### src/design/cliq_pkg.sv
`timescale 1ns / 1ps
`default_nettype none
// ----------------------------------------------------------------------------
// cliq_pkg
// Shared types and constants of the credit limited interrupt queue: request
// action codes, register indexes, register reset values and the control and
// status bundles passed between the queue, credit and top-level logic.
// ----------------------------------------------------------------------------
package cliq_pkg;

   localparam int QUEUE_DEPTH_DEFAULT = 128;

   localparam int VECTOR_W   = 8;
   localparam int CFG_W      = 16;
   localparam int CREDIT_W   = 17;
   localparam int PENDING_W  = 8;
   localparam int CSR_IDX_W  = 2;

   // request actions
   localparam logic ACTION_STEP  = 1'b0;
   localparam logic ACTION_RAISE = 1'b1;

   // register indexes
   localparam logic [CSR_IDX_W-1:0] CSR_MAX_CREDITS      = 2'd0;
   localparam logic [CSR_IDX_W-1:0] CSR_CREDIT_INCREMENT = 2'd1;
   localparam logic [CSR_IDX_W-1:0] CSR_INJECTION_COST   = 2'd2;

   // register reset values
   localparam logic [CFG_W-1:0] MAX_CREDITS_RESET      = 16'd16;
   localparam logic [CFG_W-1:0] CREDIT_INCREMENT_RESET = 16'd1;
   localparam logic [CFG_W-1:0] INJECTION_COST_RESET   = 16'd4;

   typedef struct packed {
      logic                push;
      logic                pop;
      logic [VECTOR_W-1:0] push_data;
   } fifo_ctrl_type;

   typedef struct packed {
      logic                empty;
      logic                full;
      logic [VECTOR_W-1:0] head_data;
   } fifo_status_type;

   typedef struct packed {
      logic                inject;
      logic                window;
      logic [CREDIT_W-1:0] credits_next;
   } credit_result_type;

endpackage

`default_nettype wire

### src/design/cliq_fifo.sv
`timescale 1ns / 1ps
`default_nettype none
// ----------------------------------------------------------------------------
// cliq_fifo
// Circular queue of pending interrupt vectors with head and tail pointers and
// an entry count. The next head entry is read ahead into a register,
// with a bypass for a write to the slot that becomes the head.
// ----------------------------------------------------------------------------
module cliq_fifo #(
   parameter int QUEUE_DEPTH = cliq_pkg::QUEUE_DEPTH_DEFAULT,
   parameter int CNT_W       = $clog2(QUEUE_DEPTH + 1)
) (
   input  wire                        clock,
   input  wire                        reset,
   input  cliq_pkg::fifo_ctrl_type    ctrl,
   output cliq_pkg::fifo_status_type  status,
   output logic [CNT_W-1:0]           count_next
);

   localparam int PTR_W = (QUEUE_DEPTH > 1) ? $clog2(QUEUE_DEPTH) : 1;
   localparam logic [PTR_W-1:0] PTR_LAST = PTR_W'(QUEUE_DEPTH - 1);
   localparam logic [CNT_W-1:0] CNT_FULL = CNT_W'(QUEUE_DEPTH);

   logic [cliq_pkg::VECTOR_W-1:0] mem [QUEUE_DEPTH];

   logic [PTR_W-1:0]              head_ff, head_in;
   logic [PTR_W-1:0]              tail_ff, tail_in;
   logic [CNT_W-1:0]              count_ff;
   logic [cliq_pkg::VECTOR_W-1:0] head_data_ff;

   always_comb begin
      head_in = head_ff;
      tail_in = tail_ff;
      if (ctrl.pop) begin
         head_in = (head_ff == PTR_LAST) ? '0 : head_ff + 1'b1;
      end
      if (ctrl.push) begin
         tail_in = (tail_ff == PTR_LAST) ? '0 : tail_ff + 1'b1;
      end
   end

   always_comb begin
      case ({ctrl.push, ctrl.pop})
         2'b10:   count_next = count_ff + 1'b1;
         2'b01:   count_next = count_ff - 1'b1;
         default: count_next = count_ff;
      endcase
   end

   always_ff @(posedge clock) begin
      if (reset) begin
         head_ff  <= '0;
         tail_ff  <= '0;
         count_ff <= '0;
      end else begin
         head_ff  <= head_in;
         tail_ff  <= tail_in;
         count_ff <= count_next;
      end
   end

   // storage write and head prefetch
   always_ff @(posedge clock) begin
      if (ctrl.push) begin
         mem[tail_ff] <= ctrl.push_data;
      end
      if (ctrl.push && (tail_ff == head_in)) begin
         head_data_ff <= ctrl.push_data;
      end else begin
         head_data_ff <= mem[head_in];
      end
   end

   assign status.empty     = (count_ff == '0);
   assign status.full      = (count_ff == CNT_FULL);
   assign status.head_data = head_data_ff;

endmodule

`default_nettype wire

### src/design/cliq_credit.sv
`timescale 1ns / 1ps
`default_nettype none
// ----------------------------------------------------------------------------
// cliq_credit
// Credit counter with refill below the ceiling, and the injection decision:
// inject when vectors are pending, the processor is ready and the credits
// cover the cost; request a window when the processor is not ready.
// ----------------------------------------------------------------------------
module cliq_credit (
   input  wire                                clock,
   input  wire                                reset,
   input  wire                                step_en,
   input  wire                                pending,
   input  wire                                cpu_ready,
   input  wire  [cliq_pkg::CFG_W-1:0]         max_credits,
   input  wire  [cliq_pkg::CFG_W-1:0]         credit_increment,
   input  wire  [cliq_pkg::CFG_W-1:0]         injection_cost,
   output cliq_pkg::credit_result_type        result
);

   logic [cliq_pkg::CREDIT_W-1:0] credit_ff;
   logic [cliq_pkg::CREDIT_W-1:0] refilled;
   logic                          can_pay;

   always_comb begin
      refilled = credit_ff;
      if (credit_ff < cliq_pkg::CREDIT_W'(max_credits)) begin
         refilled = credit_ff + cliq_pkg::CREDIT_W'(credit_increment);
      end
      can_pay = (refilled >= cliq_pkg::CREDIT_W'(injection_cost));
   end

   always_comb begin
      result.inject       = step_en && pending && cpu_ready && can_pay;
      result.window       = step_en && pending && !cpu_ready;
      result.credits_next = credit_ff;
      if (step_en) begin
         result.credits_next = result.inject
            ? refilled - cliq_pkg::CREDIT_W'(injection_cost) : refilled;
      end
   end

   always_ff @(posedge clock) begin
      if (reset) begin
         credit_ff <= cliq_pkg::CREDIT_W'(cliq_pkg::MAX_CREDITS_RESET);
      end else begin
         credit_ff <= result.credits_next;
      end
   end

endmodule

`default_nettype wire

### src/design/credit_limited_interrupt_queue_unit.sv
`timescale 1ns / 1ps
`default_nettype none
// ----------------------------------------------------------------------------
// credit_limited_interrupt_queue_unit
// Interrupt injector: raise requests queue vectors, step requests refill a
// credit counter and inject the oldest vector when credits and cpu_ready allow.
//
//   channel  direction  handshake            payload
//   req      in         req_valid/req_stall  action, vector, cpu_ready
//   rsp      out        rsp_valid/rsp_stall  inject, vector, window, overflow,
//                                            pending count, credits
//   csr      in         csr_write_enable     index, 16-bit write data
//
// One request per cycle sustained while no valid result is held by rsp_stall;
// each request is taken into the input register, which feeds the result register.
// The rate is set by the single credit add-compare-subtract and one queue
// access per cycle. Reset is synchronous; registers return to defaults,
// credits load 16, the queue empties at once with no clearing pass.
// rsp_stall holds the result register and stalls req once the input register
// is occupied.
// ----------------------------------------------------------------------------
module credit_limited_interrupt_queue_unit #(
   parameter int QUEUE_DEPTH = cliq_pkg::QUEUE_DEPTH_DEFAULT
) (
   input  wire                                 clock,
   input  wire                                 reset,
   input  wire                                 req_valid,
   output logic                                req_stall,
   input  wire                                 req_action,
   input  wire  [cliq_pkg::VECTOR_W-1:0]       req_vector,
   input  wire                                 req_cpu_ready,
   output logic                                rsp_valid,
   input  wire                                 rsp_stall,
   output logic                                rsp_inject_valid,
   output logic [cliq_pkg::VECTOR_W-1:0]       rsp_injected_vector,
   output logic                                rsp_window_request,
   output logic                                rsp_overflow,
   output logic [cliq_pkg::PENDING_W-1:0]      rsp_pending_count,
   output logic [cliq_pkg::CREDIT_W-1:0]       rsp_credits_now,
   input  wire                                 csr_write_enable,
   input  wire  [cliq_pkg::CSR_IDX_W-1:0]      csr_index,
   input  wire  [cliq_pkg::CFG_W-1:0]          csr_write_data
);

   localparam int CNT_W = $clog2(QUEUE_DEPTH + 1);

   logic [cliq_pkg::CFG_W-1:0]    max_credits_ff;
   logic [cliq_pkg::CFG_W-1:0]    credit_increment_ff;
   logic [cliq_pkg::CFG_W-1:0]    injection_cost_ff;

   logic                          in_valid_ff;
   logic                          in_action_ff;
   logic [cliq_pkg::VECTOR_W-1:0] in_vector_ff;
   logic                          in_cpu_ready_ff;

   logic                          rsp_valid_ff, rsp_valid_in;
   logic                          rsp_inject_ff;
   logic [cliq_pkg::VECTOR_W-1:0] rsp_vector_ff;
   logic                          rsp_window_ff;
   logic                          rsp_overflow_ff;
   logic [cliq_pkg::PENDING_W-1:0] rsp_pending_ff;
   logic [cliq_pkg::CREDIT_W-1:0] rsp_credits_ff;

   logic                          advance;
   logic                          process;
   logic                          is_raise;
   logic                          overflow;

   cliq_pkg::fifo_ctrl_type       fifo_ctrl;
   cliq_pkg::fifo_status_type     fifo_status;
   cliq_pkg::credit_result_type   credit_result;
   logic [CNT_W-1:0]              count_next;

   // configuration registers
   always_ff @(posedge clock) begin
      if (reset) begin
         max_credits_ff      <= cliq_pkg::MAX_CREDITS_RESET;
         credit_increment_ff <= cliq_pkg::CREDIT_INCREMENT_RESET;
         injection_cost_ff   <= cliq_pkg::INJECTION_COST_RESET;
      end else if (csr_write_enable) begin
         case (csr_index)
            cliq_pkg::CSR_MAX_CREDITS:      max_credits_ff      <= csr_write_data;
            cliq_pkg::CSR_CREDIT_INCREMENT: credit_increment_ff <= csr_write_data;
            cliq_pkg::CSR_INJECTION_COST:   injection_cost_ff   <= csr_write_data;
            default: ;
         endcase
      end
   end

   assign advance   = !rsp_valid_ff || !rsp_stall;
   assign process   = in_valid_ff && advance;
   assign req_stall = in_valid_ff && !advance;

   // input register
   always_ff @(posedge clock) begin
      if (reset) begin
         in_valid_ff <= 1'b0;
      end else if (!req_stall) begin
         in_valid_ff <= req_valid;
      end
   end

   always_ff @(posedge clock) begin
      if (req_valid && !req_stall) begin
         in_action_ff    <= req_action;
         in_vector_ff    <= req_vector;
         in_cpu_ready_ff <= req_cpu_ready;
      end
   end

   assign is_raise = (in_action_ff == cliq_pkg::ACTION_RAISE);
   assign overflow = process && is_raise && fifo_status.full;

   assign fifo_ctrl.push      = process && is_raise && !fifo_status.full;
   assign fifo_ctrl.pop       = credit_result.inject;
   assign fifo_ctrl.push_data = in_vector_ff;

   cliq_fifo #(
      .QUEUE_DEPTH (QUEUE_DEPTH),
      .CNT_W       (CNT_W)
   ) u_fifo (
      .clock      (clock),
      .reset      (reset),
      .ctrl       (fifo_ctrl),
      .status     (fifo_status),
      .count_next (count_next)
   );

   cliq_credit u_credit (
      .clock            (clock),
      .reset            (reset),
      .step_en          (process && (in_action_ff == cliq_pkg::ACTION_STEP)),
      .pending          (!fifo_status.empty),
      .cpu_ready        (in_cpu_ready_ff),
      .max_credits      (max_credits_ff),
      .credit_increment (credit_increment_ff),
      .injection_cost   (injection_cost_ff),
      .result           (credit_result)
   );

   // result register
   always_comb begin
      rsp_valid_in = rsp_valid_ff;
      if (process) begin
         rsp_valid_in = 1'b1;
      end else if (advance) begin
         rsp_valid_in = 1'b0;
      end
   end

   always_ff @(posedge clock) begin
      if (reset) begin
         rsp_valid_ff <= 1'b0;
      end else begin
         rsp_valid_ff <= rsp_valid_in;
      end
   end

   always_ff @(posedge clock) begin
      if (process) begin
         rsp_inject_ff   <= credit_result.inject;
         rsp_vector_ff   <= credit_result.inject ? fifo_status.head_data : '0;
         rsp_window_ff   <= credit_result.window;
         rsp_overflow_ff <= overflow;
         rsp_pending_ff  <= cliq_pkg::PENDING_W'(count_next);
         rsp_credits_ff  <= credit_result.credits_next;
      end
   end

   assign rsp_valid           = rsp_valid_ff;
   assign rsp_inject_valid    = rsp_inject_ff;
   assign rsp_injected_vector = rsp_vector_ff;
   assign rsp_window_request  = rsp_window_ff;
   assign rsp_overflow        = rsp_overflow_ff;
   assign rsp_pending_count   = rsp_pending_ff;
   assign rsp_credits_now     = rsp_credits_ff;

`ifndef SYNTHESIS
   a_flags_exclusive: assert property (@(posedge clock) disable iff (reset)
      rsp_valid |-> !(rsp_inject_valid && (rsp_window_request || rsp_overflow)))
      else $error("inject flagged together with window or overflow");

   a_count_bound: assert property (@(posedge clock) disable iff (reset)
      count_next <= CNT_W'(QUEUE_DEPTH))
      else $error("queue count beyond depth");

   a_no_pop_when_empty: assert property (@(posedge clock) disable iff (reset)
      credit_result.inject |-> !fifo_status.empty && !fifo_ctrl.push)
      else $error("pop from empty queue or with push");

   a_credits_idle: assert property (@(posedge clock) disable iff (reset)
      !process |-> credit_result.credits_next == $past(credit_result.credits_next)
                   || $past(reset))
      else $error("credits changed without a request");
`endif

endmodule

`default_nettype wire
### config.mk
export PLATFORM = sky130hd
export DESIGN_NAME = credit_limited_interrupt_queue_unit
export DESIGN_NICKNAME = d
export VERILOG_FILES = /design/src/design/cliq_pkg.sv /design/src/design/cliq_fifo.sv /design/src/design/cliq_credit.sv /design/src/design/credit_limited_interrupt_queue_unit.sv
export SDC_FILE = /design/constraint.sdc
export NUM_CORES = 1
export LEC_CHECK = 0
export BUFFER_PORTS_ARGS = -buffer_cell sky130_fd_sc_hd__clkbuf_2
export CORE_MARGIN = 2
export CORE_UTILIZATION = 45
export DETAILED_ROUTE_END_ITERATION = 10
export SYNTH_ARGS = -nofsm -noshare
export SYNTH_HDL_FRONTEND = slang
export SYNTH_SLANG_ARGS = --single-unit
export TNS_END_PERCENT = 100
### constraint.sdc
create_clock -name clock -period 7.4 [get_ports clock]
set_clock_uncertainty 0.15 [all_clocks]
set_input_delay 1.48 -clock clock [delete_from_list [all_inputs] [get_ports clock]]
set_output_delay 1.48 -clock clock [all_outputs]
set_load 0.1 [all_outputs]
# After elaboration in Yosys (flattened, before gate mapping)
# Memories as Yosys holds them, arrays and structs flattened. A register that Yosys moved wholly into a read port is not among the register bits.
# Index checks and enable logic that the tools add are counted.
dict set report totals {
  regBits 135
  mem_bits_rw 1024
  word_cells 71
  n_memories 1
}
dict set report classes {
  add_sub_neg 6
  n_lt_le_gt_ge 2
  n_eq_ne 7
  mux 11
  n_bitwise 1
  n_reduce_logical 25
}
# memory words word_bits rd rd_clocked_by_memory_dff write_ports line_no
set memory_table {}
lappend memory_table {u_fifo.mem 128 8 1 1 1 cliq_fifo.sv:24} ;# logic [cliq_pkg::VECTOR_W-1:0] mem [QUEUE_DEPTH];
# op count
set ops {}
lappend ops {{17-bit two-way mux} 3}
lappend ops {{7-bit two-way mux} 3}
lappend ops {{17-bit by 16-bit adder with 17-bit output} 1}
lappend ops {{17-bit by 16-bit greater-or-equal comparator with 1-bit output} 1}
lappend ops {{17-bit by 16-bit < comparator with 1-bit output} 1}
lappend ops {{17-bit by 16-bit subtractor with 17-bit output} 1}
lappend ops {{8-bit one-hot mux with 2 select lines} 1}
lappend ops {{7-bit by 1-bit adder with 7-bit output, second input constant} 2}
lappend ops {{7-bit == test, second input constant} 2}
lappend ops {{1-bit logical AND} 11}
lappend ops {{8-bit by 1-bit adder with 8-bit output, second input constant} 1}
lappend ops {{8-bit == test, second input constant} 1}
lappend ops {{8-bit logical NOT} 1}
lappend ops {{8-bit by 1-bit subtractor with 8-bit output, second input constant} 1}
lappend ops {{1-bit logical NOT} 7}
lappend ops {{2-bit AND reduction} 3}
lappend ops {{2-bit by 1-bit == test with 1-bit output, second input constant} 2}
lappend ops {{2-bit == test, second input constant} 2}
lappend ops {{1-bit two-way mux} 4}
lappend ops {{2-bit logical NOT} 1}
lappend ops {{2-bit nonzero test} 1}
lappend ops {{1-bit logical OR} 1}
lappend ops {{1-bit inverter} 1}

# Logic depth before layout (Yosys ltp)
# Gate-level depths: netlist (run 1).
dict set report depth {
  word_depth 9
  depth_mapped 32
}

# Hierarchy
# Synthesis (run 1) repeated with hierarchy kept, for this count alone.
dict set report hier_totals {
  cells_unflattened 2470
  hier_area_um2 47563.1
}
# module instances cells_per_inst area_each_um2 seq_area_each_um2
set modules_own_cells {}
lappend modules_own_cells {cliq_fifo 1 1797 40951.8 31330.0}
lappend modules_own_cells {credit_limited_interrupt_queue_unit 1 250 3504.6 2382.3}
lappend modules_own_cells {cliq_credit 1 423 3106.7 340.3}

# Least setup slack after synthesis (run 1)
# No wires, ideal clock.
dict set report synth_path {
  path_kind {reg-to-reg}
  start {register max_credits_ff[13] in the netlist's numbering}
  end {register rsp_pending_ff (netlist bit rsp_pending_count[6]), data pin}
  arrival_time_ps 5742
  t_required_ps 6987
  setup_slack_ps 1245
  stages_incl_launch_ff 29
  path_buffers 4
  synth_period_minus_slack_ps 6155
  cell_sequence {dfxtp_1 > inv_1 > ha_1 > nand3_1 > or4b_2 > a21oi_1 > a21oi_1 > clkbuf_1 > mux2_2 > ha_1 > o211ai_1 > a21oi_1 > o21ai_1 > o31ai_1 > a31oi_1 > a21o_1 > inv_1 > buf_4 > ha_1 > clkbuf_1 > clkbuf_1 > xor2_1 > ha_1 > and3b_1 > o21ai_0 > a21boi_0 > and3_1 > o21bai_1 > xnor2_1}
}
# element line_no
set synth_rtl {}
lappend synth_rtl {{start, declared} credit_limited_interrupt_queue_unit.sv:47} ;# logic [cliq_pkg::CFG_W-1:0] max_credits_ff;
lappend synth_rtl {{start signal, assigned} credit_limited_interrupt_queue_unit.sv:77} ;# max_credits_ff <= cliq_pkg::MAX_CREDITS_RESET;
lappend synth_rtl {{start signal, assigned} credit_limited_interrupt_queue_unit.sv:82} ;# cliq_pkg::CSR_MAX_CREDITS: max_credits_ff <= csr_write_data;
lappend synth_rtl {{end signal, assigned} credit_limited_interrupt_queue_unit.sv:165} ;# rsp_pending_ff <= cliq_pkg::PENDING_W'(count_next);
lappend synth_rtl {{end, declared} credit_limited_interrupt_queue_unit.sv:61} ;# logic [cliq_pkg::PENDING_W-1:0] rsp_pending_ff;

# Final worst setup path (run 1)
dict set report layout_path {
  start {register max_credits_ff[13] in the netlist's numbering}
  end {register u_fifo.count_ff[7]}
}
dict set report layout_via {
  elab_chain_cells 6
  word_cells_on_any_way 7
  classes_between {order compare: 2; eq/ne: 2; mux: 2; reduce/logical: 1}
}
# element line_no
set layout_lines {}
lappend layout_lines {{17-bit by 16-bit < comparator with 1-bit output *} cliq_credit.sv:27} ;# if (credit_ff < cliq_pkg::CREDIT_W'(max_credits)) begin
lappend layout_lines {{17-bit two-way mux *} cliq_credit.sv:27}
lappend layout_lines {{17-bit by 16-bit greater-or-equal comparator with 1-bit output *} cliq_credit.sv:30} ;# can_pay = (refilled >= cliq_pkg::CREDIT_W'(injection_cost));
lappend layout_lines {{1-bit logical AND *} cliq_credit.sv:34} ;# result.inject = step_en && pending && cpu_ready && can_pay;
lappend layout_lines {{2-bit by 1-bit == test with 1-bit output or 2-bit == test (tied branches)} cliq_fifo.sv:43} ;# case ({ctrl.push, ctrl.pop})
lappend layout_lines {{8-bit one-hot mux with 2 select lines *} cliq_fifo.sv:43}
lappend layout_lines {{via count_next[7]} credit_limited_interrupt_queue_unit.sv:72} ;# logic [CNT_W-1:0] count_next;
lappend layout_lines {{end signal, assigned} cliq_fifo.sv:58} ;# count_ff <= count_next;
lappend layout_lines {{end, declared} cliq_fifo.sv:28} ;# logic [CNT_W-1:0] count_ff;
# Mark *: on every way through the listed nets, which the timed path passes. The rest lies on a longest branch.
# A chain may end at the register's enable or synchronous reset.

==> results of run 1 <==
kinds of logic (layout without fill, tap and decap cells):
family / Yosys count / after routing / share of synthesized area
buffers and inverters: 179 / 373 / 0.0154
adder cells (fa/ha/maj): 54 / 54 / 0.0147
XOR/XNOR: 40 / 40 / 0.00745
flip-flops: 1166 / 1166 / 0.724
AND/OR/NAND/NOR: 473 / 473 / 0.0437
multiplexers: 355 / 355 / 0.165
AO/OA/AOI/OAI: 219 / 219 / 0.0300
routing by layer:
layer  vias to the layer above  global-route usage  share of wire
met3                       137              0.0319          0.066
li1                      10200                   -              -
met1                     12600               0.302           0.44
met4                         0              0.0485          0.018
met2                       774               0.317           0.48
met5                         -                   0              0
metrics by stage:
stage / instances / total power [mW] / setup WS, ns
after floorplan: 2486 / 7.85 / 1.24
after global placement: 3847 / 8.04 / 0.871
after detailed placement: 3847 / 8.05 / 0.812
after CTS: 4060 / 13.8 / 0.782
after global routing: 4060 / 14.1 / 0.153
final: 4060 / 13.7 / 0.712
registers in the layout, summed over array words and instances, names as in the netlist, 16 cells and up, named ones only:
signal,cells
u_fifo.mem,1024
rsp_credits_now,17
u_credit.credit_ff,17
credit_increment_ff,16
injection_cost_ff,16
max_credits_ff,16
layout by cell type, fill, tap and decap left out, types with 12 or more instances in the layout:
cell type  instances
edfxtp_1        1070
mux4_2           336
nor2_1           197
nand2_1          159
clkbuf_16        115
dfxtp_1           92
a21oi_1           89
clkbuf_2          69
ha_1              52
inv_1             51
buf_4             36
clkinv_2          27
o21ai_0           25
nand3_1           25
xnor2_1           24
clkbuf_1          24
nor2b_1           23
a211oi_1          22
xor2_1            16
nor3_1            14
clkinv_1          14
bufinv_16         13
mux2i_1           12
layout make-up:
type	instances	share of cell area
clock buffers	144	0.0576
clock inverters	69	0.0135
inverters	51	0.00363
multi-input cells	1141	0.233
flip-flops and latches	1166	0.646
well taps	1380	0.0328
repair buffers	109	0.0132
power by group:
| part | leakage, nW | switching [mW] | total (mW) | internal, mW |
|---|---|---|---|---|
| sequential | 10.4 | 0.0292 | 7.25 | 7.22 |
| clock | 1.84 | 2.44 | 5.80 | 3.36 |
| combinational | 3.98 | 0.457 | 0.667 | 0.209 |
critical path, cell delays in order (launching register included):
cell and delay, ns:
dfxtp_1 0.33, inv_1 0.05, ha_1 0.31, nand3_1 0.10, or4b_2 0.64, a21oi_1 0.19, a21o_1 0.40, buf_4 0.29
o21ai_0 0.17, ha_1 0.38, o21ai_0 0.15, a21oi_1 0.16, o21ai_1 0.11, o31ai_1 0.34, a31oi_1 0.21, a21o_1 0.21
inv_1 0.08, ha_1 0.58, and3b_1 0.25, o21ai_0 0.16, o21ai_0 0.24, a221o_1 0.38, a211o_1 0.29, a21oi_1 0.19
xnor2_1 0.10, nor2b_1 0.12
path summary, 6_finish.rpt:
path,cells after the start,to,startpoint,slack [ns]
max,25,u_fifo.count_ff[7]$_SDFF_PP0_,max_credits_ff[13]$_SDFFE_PP0P_,0.71
min reg2reg,2,max_credits_ff[3]$_SDFFE_PP0P_,max_credits_ff[3]$_SDFFE_PP0P_,0.30
min,2,max_credits_ff[3]$_SDFFE_PP0P_,max_credits_ff[3]$_SDFFE_PP0P_,0.30
max reg2reg,25,u_fifo.count_ff[7]$_SDFF_PP0_,max_credits_ff[13]$_SDFFE_PP0P_,0.71
==> impl_results.md, run 1 <==
- Layout cell share with drive strength beyond 1: 0.241
- Root buf cell: clkbuf_16
- DP Area: between 40000 and 50000 um2
- TritonCTS Buffers: between 100 and 150
- Sequential area share after synthesis: 0.724
- Synth top area share: 0.683
- Via count: approximately 24000
- Crit Path Class: flip-flop to flip-flop
- Pin count of the biggest net entering global routing: about 110
- Worst-Margin Slew: around 1.3 ns
- Critical path required time: about 7.8 ns
- Leading area contributor after synthesis: edfxtp_1
- Setup TNS: 0 ns
- ANT cells: 0
- Clock Latency Late Sink: 0.69 ns
- Nets: around 2700
- Static Leak: roughly 16 nW
- Initial core utilization: 0.454
- Reg clk slew, reported paths: approximately 0.060 ns
- PortBufs: 70
- Vias in the first global route: between 20000 and 25000
- Number of max-cap violations: 0
- Post-DP HPWL: approximately 66000 um
- Count leader, synth: edfxtp_1
- H-tree depth: 3
- Via-to-Cell Ratio: slightly below 6
- Final wirelength: 108000 um
- Slew HR: 0.135
- Total Routing Usage GR: 0.203
- Hold WC Path Type: flip-flop to flip-flop
- Drt first-iter violations: around 2300
- Slew Viols, Final: 0
- Period utilization: 0.904
- Detail Route Antenna Nets: 0
- Outcome: completed
- Top cells by area, synth: edfxtp_1 68%, mux4_2 16%, dfxtp_1 4.1%, nor2_1 1.6%, ha_1 1.4%
- I/O Pins: 71
- Cts repair resizes: 0
- Drt pass-1 iters: 7
- Antenna violations before repair: 1
- Post-synth top flop: edfxtp_1
- Worst EP arrival: roughly 7 ns
- Final Hold Vio Count: 0
- Mean Syn Cell Area: between 15 and 20 um2
- Worst VDD drop: between 0.2 and 0.25 mV
- Die Span X: approximately 330 um
- Top cells by instance count after synthesis: 1070 x edfxtp_1, 336 x mux4_2, 197 x nor2_1
- Synthesized Nets: around 2600
- Post-layout instance area: 52700 um2
- CTS tree: done
- Drt wl/cell: between 20 and 30 um
- Die H: 327 um
- Seq cells post-synth: roughly 1200
- Post-synth EDFFs: about 1100
- Total die area: 107000 um2
- Fillers: about 8200
- Utilization after layout: 0.509
- Pwr Density: 260 nW/um2
- GP Congestion: around 0.87
- Final hold slack: 0.305 ns
- Fmax: around 150 MHz
- Register Area: around 34000 um2
- Yosys cell types: 67
- Core area: ~100000 um2
- Fin crit period: approximately 6.7 ns
- Asr flop ratio synth: 0
- Post-CTS setup buffers: 0
- Row count: about 120
- Critical Path Start Type: flip-flop
- Synthesized cell area: approximately 47000 um2
- Cells after synthesis: roughly 2500
- First-pass GRT wire length: 161000 um
- Worst-path fanout max: 20
- DRC viols: 0
- Area growth syn-to-layout: 12.0%
- Endpoints failing setup: 0
- CTS max path bufs: 3
- Worst setup EP type: flip-flop
- CTS Hold Bufs: 0
- CTS sink count: around 1200
- Congestion Overflow GR: 0
- RSZ-0062 raised after global routing: no
- Footprint of the multi-input gates: ~12000 um2
- Syn. warnings: 0
(Power assumes the default switching activity.)
==> run 2, diff against run 1 <==
--- a/config.mk
+++ b/config.mk
@@ -13,3 +13,3 @@
 export SYNTH_HDL_FRONTEND = slang
 export SYNTH_SLANG_ARGS = --single-unit
-export TNS_END_PERCENT = 100
+export TNS_END_PERCENT = 5
==> constraint.sdc (replaced) <==
create_clock -name clock -period 7 [get_ports clock]
set_clock_uncertainty 0.15 [all_clocks]
set_input_delay 1.4 -clock clock [delete_from_list [all_inputs] [get_ports clock]]
set_output_delay 1.4 -clock clock [all_outputs]
set_load 0.05 [all_outputs]
==> run 2 against run 1 <==
  * Largest power group unchanged
  * Final cell count unchanged
  * Critical path depth down 1
  * Register-to-register slack worse by 0.04 ns
==> impl_results.md, run 2 (synthesis results as in run 1) <==
- Outcome: completed
- Instance count on the critical path: 24
- Pin count of the biggest net entering global routing: 114
- CTS sink count: around 1200
- Clock Latency Late Sink: 0.69 ns
- Register Area: about 34000 um2
- Cells after DPL: 3848
- Int Power: between 10 and 15 mW
- Fillers: 8303
- Fmax: around 160 MHz
- Footprint of the multi-input gates: 12300 um2
- Worst EP arrival: just under 7 ns
- Slew Viols, Final: 0
- RSZ-0062 raised after global routing: no
- R2R setup slack: between 0.6 and 0.7 ns
- H-tree depth: 3
- Most frequent cells in the layout: 1070 x edfxtp_1, 336 x mux4_2, 197 x nor2_1
- CP peak stage delay: roughly 0.64 ns
- Via-to-Cell Ratio: between 5 and 6
- FF-to-FF path depth: 24
- Worst-path fanout max: 27
- Flop pwr share: 0.526
- Delay-heaviest family, CP: compound AO/OA/AOI/OAI gates
- Most common cell after layout, fill and taps aside: edfxtp_1
- CTS tree: done
- Drt pass-1 iters: 8
- Worst-Margin Slew: between 1 and 1.5 ns
- Worst setup path endpoint: u_fifo.count_ff[7]$_SDFF_PP0_
- Final wirelength: 109000 um
- I/O Pins: just over 70
- Die Span X: 327 um
- Max FFs per register: around 1000
- Final Hold Vio Count: 0
- Static Leak: 16.3 nW
- Die H: roughly 330 um
- Net Switching: roughly 3 mW
- RR Endpoint: u_fifo.count_ff[7]$_SDFF_PP0_
- Initial core utilization: 0.454
- Max stage delay cell, worst path: or4b_2
- Worst VDD drop: roughly 0.2 mV
- Hold WC Path Type: flip-flop to flip-flop
- Reg clk slew, reported paths: 0.07 ns
- Row count: approximately 120
- Endpoints failing setup: 0
- Total Routing Usage GR: 0.205
- Utilization after layout: 0.510
- Switch share: 0.211
- Vias in the first global route: between 20000 and 25000
- Drt first-iter violations: between 2000 and 2500
- Clock share of power: 0.427
- Drt wl/cell: 26.8 um
- Post-DP HPWL: 66700 um
- Setup TNS: 0 ns
- DRC viols: 0
- CTS max path bufs: 3
- Detail Route Antenna Nets: 0
- Worst setup EP type: flip-flop
- Slew HR: 0.181
- Crit path cell chain: ha_1, nand3_1, or4b_2, a21oi_1, a21o_1, buf_4, o21ai_0, ha_1, o211ai_1, a21oi_1, o21ai_1, o31ai_1, a31oi_1, a21o_1, inv_1, ha_2, and3b_1, o21ai_0, o21ai_0, a221o_1, a211o_1, a21oi_1, xnor2_1, nor2b_1
- Total power: between 10 and 15 mW
- TritonCTS Buffers: between 100 and 150
- Fin crit period: roughly 6.3 ns
- CP Launch Point: u_credit.credit_ff[13]$_SDFF_PP0_
- Root buf cell: clkbuf_16
- PortBufs: 70
- GP Congestion: 0.850
- Non-filler cells, final: approximately 4100
- First-pass GRT wire length: around 160000 um
- Nets: ~2700
- Congestion Overflow GR: 0
- Pwr Density: approximately 280 nW/um2
- Layout cell share with drive strength beyond 1: 0.243
- Core area: 104000 um2
- R2r startpoint: u_credit.credit_ff[13]$_SDFF_PP0_
- CTS Hold Bufs: 0
- Area growth syn-to-layout: 12.2%
- CP Buf/Inv Count: 2
- Critical path required time: 7.47 ns
- Total die area: approximately 110000 um2
- Antenna violations before repair: 2
- Critical Path Start Type: flip-flop
- Number of max-cap violations: 0
- Largest Register: u_fifo.mem
- Via count: around 24000
- Gate power share: 0.046
- Crit Path Class: flip-flop to flip-flop
- Period utilization: 0.905
run 2: cell count changes in the layout (fill, tap and decap cells not counted), sizes merged:
cell and delta:
clkinv +1, diode +1, bufinv +1, inv -4
buf +1
run 2: worst register-to-register path, delay by kind of cell (launching register included):
family                     cells  cell delay, ns
AOI/OAI and AO/OA             14            3.02
xor gates and xnor gates       1            0.15
adders and majority gates      3            1.12
buffers and inverters          2            0.37
DFF                            1            0.36
and+or+nand+nor                4            1.11
run 2: power groups by stage:
stage          sequential, mW  combinational [mW]  clock (mW)
2_1_floorplan            7.88               0.383           0
3_3_place_gp             7.80               0.658           0
3_5_place_dp             7.81               0.673           0
4_1_cts                  7.66               0.675        6.32
5_1_grt                  7.66               0.736        6.58
6_report                 7.66               0.675        6.22
run 2: cell type report:
cell class,count,share of cell area
sequential,1166,0.645
antenna,1,0.0000474
inverter,51,0.00363
multi-input combinational,1141,0.233
tap,1380,0.0327
timing repair buffer,110,0.0136
clock buffer,144,0.0585
clock inverter,67,0.0135
run 2: per-layer routing:
metal	GRT usage	part of all wire
met1	0.297	0.44
met4	0.0519	0.019
met3	0.0354	0.064
met5	0	0.000092
met2	0.324	0.48
run 2: how the worst min path moves through the flow:
stage                                       start                                 end  slack [ns]  depth (start not counted)
2_1_floorplan  injection_cost_ff[10]$_SDFFE_PP0P_  injection_cost_ff[10]$_SDFFE_PP0P_        0.29                          2
3_3_place_gp    injection_cost_ff[9]$_SDFFE_PP0P_   injection_cost_ff[9]$_SDFFE_PP0P_        0.29                          2
3_5_place_dp       max_credits_ff[3]$_SDFFE_PP0P_      max_credits_ff[3]$_SDFFE_PP0P_        0.30                          2
4_1_cts            max_credits_ff[3]$_SDFFE_PP0P_      max_credits_ff[3]$_SDFFE_PP0P_        0.30                          2
5_1_grt           max_credits_ff[10]$_SDFFE_PP0P_     max_credits_ff[10]$_SDFFE_PP0P_        0.32                          2
6_report           max_credits_ff[3]$_SDFFE_PP0P_      max_credits_ff[3]$_SDFFE_PP0P_        0.30                          2
run 2: through the flow:
step | area (um2) | setup WS, ns | hold WS, ns
floorplan | 47100 | 0.845 | 0.286
global placement | 49000 | 0.667 | 0.295
detailed placement | 49000 | 0.564 | 0.296
CTS | 52800 | 0.496 | 0.304
global route | 52800 | 0.199 | 0.321
finish | 52800 | 0.667 | 0.304
run 2: repair_timing:
action | CTS | global route
setup buffers | 0 | 0
endpoints found under the setup margin | 0 | 1
resized for setup | 0 | 1
==> run 3, diff against run 2 <==
- ABC_AREA: not set -> 1
==> run 3 against run 2 <==
  * Sequential share of layout area is 1.0 points lower
  * Die area is 3.2% higher
  * Clock power is 4.3% lower
  * Register-to-register slack better by 0.21 ns
  * Count of clock-buffer cells in the layout is 5 higher
  * Highest routed layer is now met4
  * Synthesized area is 3.2% higher
  * Final cell count is 36% higher
  * Global-route usage is 2.1 points higher
==> impl_results.md, run 3 <==
- Final hold slack: 0.311 ns
- Clock Latency Late Sink: 0.71 ns
- Drt wl/cell: approximately 23 um
- Top cells by instance count after synthesis: 1070 x edfxtp_1, 729 x nor2_1, 579 x o21ai_0
- Leading area contributor after synthesis: edfxtp_1
- Max FFs per register: 1024
- Via-to-Cell Ratio: around 5.8
- Seq cells post-synth: approximately 1200
- Core area: 107000 um2
- Row count: 120
- Detail Route Antenna Nets: 0
- Post-DP HPWL: 71800 um
- CTS Hold Bufs: 0
- TritonCTS Buffers: 115
- Final wirelength: about 130000 um
- Post-layout instance area: roughly 54000 um2
- CTS max path bufs: 3
- Die H: about 330 um
- CP Launch Point: max_credits_ff[12]$_SDFFE_PP0P_
- Most common cell after layout, fill and taps aside: edfxtp_1
- RSZ-0062 raised after global routing: no
- Vias in the first global route: about 30000
- Hold WC Path Type: flip-flop to flip-flop
- Slew Viols, Final: 0
- Pin count of the biggest net entering global routing: ~210
- Worst-path fanout max: 35
- Congestion Overflow GR: 0
- Worst-Margin Slew: just over 1 ns
- Pwr Density: between 200 and 300 nW/um2
- DRC viols: 0
- H-tree depth: 3
- Drt first-iter violations: 3361
- Endpoints failing setup: 0
- Most frequent cells in the layout: 1070 x edfxtp_1, 729 x nor2_1, 579 x o21ai_0
- Drt pass-1 iters: 6
- Worst setup EP type: flip-flop
- Count leader, synth: edfxtp_1
- Period utilization: 0.874
- Root buf cell: clkbuf_16
- Cells after synthesis: between 4000 and 5000
- Reg clk slew, reported paths: roughly 0.06 ns
- Outcome: completed
- Syn. warnings: 0
- Yosys cell types: 48
- Area growth syn-to-layout: 10.4%
- Fin crit period: slightly above 6 ns
- Sequential area share after synthesis: 0.701
- CTS tree: done
- Layout cell share with drive strength beyond 1: 0.0919
- Via count: 31800
- DP Area: between 50000 and 60000 um2
- Post-synth top flop: edfxtp_1
- Max stage delay cell, worst path: ha_1
- CP peak stage delay: ~0.42 ns
- Largest Register: u_fifo.mem
- Nets: 4096
- Final WS setup: 0.882 ns
- Most frequent CP cell: inv_1
- Synthesized cell area: just under 50000 um2
- Static Leak: 18.1 nW
- Synth top area share: 0.661
- Die Span X: ~330 um
- Cts repair resizes: 0
- Fillers: 9341
- PortBufs: 70
- Number of max-cap violations: 0
- I/O Pins: 71
- Antenna violations before repair: 0
- Post-CTS setup buffers: 0
- Worst VDD drop: between 0.2 and 0.25 mV
- Crit Path Class: flip-flop to flip-flop
- ANT cells: 0
- Critical path required time: roughly 7.3 ns
- CTS sink count: between 1000 and 1500
- Total die area: between 100000 and 150000 um2
- Asr flop ratio synth: 0
- Initial core utilization: 0.454
- Setup TNS: 0 ns
- Pre-CTS setup slack: roughly 0.92 ns
- Worst EP arrival: around 6.4 ns
- Synthesized Nets: 4112
- Fmax: between 150 and 200 MHz
- Critical Path Start Type: flip-flop
- GP Congestion: a little under 0.9
- Hold_sp: injection_cost_ff[0]$_SDFFE_PP0P_
- Top cells by area, synth: edfxtp_1 66%, o21ai_0 6.0%, nor2_1 5.6%, o221ai_1 4.2%, dfxtp_1 4.0%
- Mean Syn Cell Area: 12.1 um2
- R2r startpoint: max_credits_ff[12]$_SDFFE_PP0P_
- First-pass GRT wire length: 191000 um
- Final Hold Vio Count: 0
- Post-synth EDFFs: 1070
- Total Routing Usage GR: 0.226
- Slew HR: 0.312
[run 3: cell count changes after synthesis, moves of 55 or more]
cell and delta:
o21ai_0 +554, mux4_2 -336, nor2_1 +532, clkbuf_1 +55
o221ai_1 +230, nand3_1 +244, nand2_1 +106, inv_1 +101
[run 3: power by group]
| part | switching [mW] | total [mW] | internal, mW |
|---|---|---|---|
| sequential | 0.0250 | 7.67 | 7.64 |
| combinational | 0.818 | 1.16 | 0.338 |
| clock | 2.61 | 5.95 | 3.34 |
[run 3: kinds of logic after synthesis]
logic type / Yosys count / share of synthesized area
muxes: 2 / 0.000412
AOI/OAI and AO/OA: 983 / 0.122
DFF: 1166 / 0.701
xor gates and xnor gates: 35 / 0.00631
adders and majority gates: 54 / 0.0142
and+or+nand+nor: 1364 / 0.120
buffers and inverters: 421 / 0.0369
[run 3: critical path, delay by kind of cell, from the launching register on]
family,cells,cell delay [ns]
buffers and inverters,8,0.69
and+or+nand+nor,18,2.89
AOI/OAI and AO/OA,3,0.36
adders and majority gates,4,1.22
DFF,1,0.30
xor gates and xnor gates,1,0.23
[run 3: final timing paths]
path | end | slack (ns) | cells after the start
hold / removal | injection_cost_ff[0]$_SDFFE_PP0P_ | 0.31 | 2
setup / recovery | rsp_pending_count[6]$_DFFE_PP_ | 0.88 | 34
hold reg to reg | injection_cost_ff[0]$_SDFFE_PP0P_ | 0.31 | 2
setup reg to reg | rsp_pending_count[6]$_DFFE_PP_ | 0.88 | 34
[run 3: cell type report]
class	instances	area [um2]	area share
Clock buffer	149	3140	0.0586
Sequential cell	1166	34100	0.635
Clock inverter	61	458	0.00854
Inverter	163	629	0.0117
Multi-Input combinational cell	2438	12700	0.238
Tap cell	1403	1760	0.0327
Timing Repair Buffer	125	851	0.0159
[run 3: per-layer routing]
layer  share of wire  track usage
met1            0.44        0.322
met2            0.47        0.363
met3           0.067       0.0304
met4           0.024       0.0652
met5               0            0
[run 3: through the flow]
step,util,power [mW],instances
floorplan,-,8.66,4025
global placement,0.468,8.96,5295
detailed placement,0.468,8.97,5295
CTS,0.501,14.9,5505
global route,0.501,15.2,5505
finish,0.501,14.8,5505
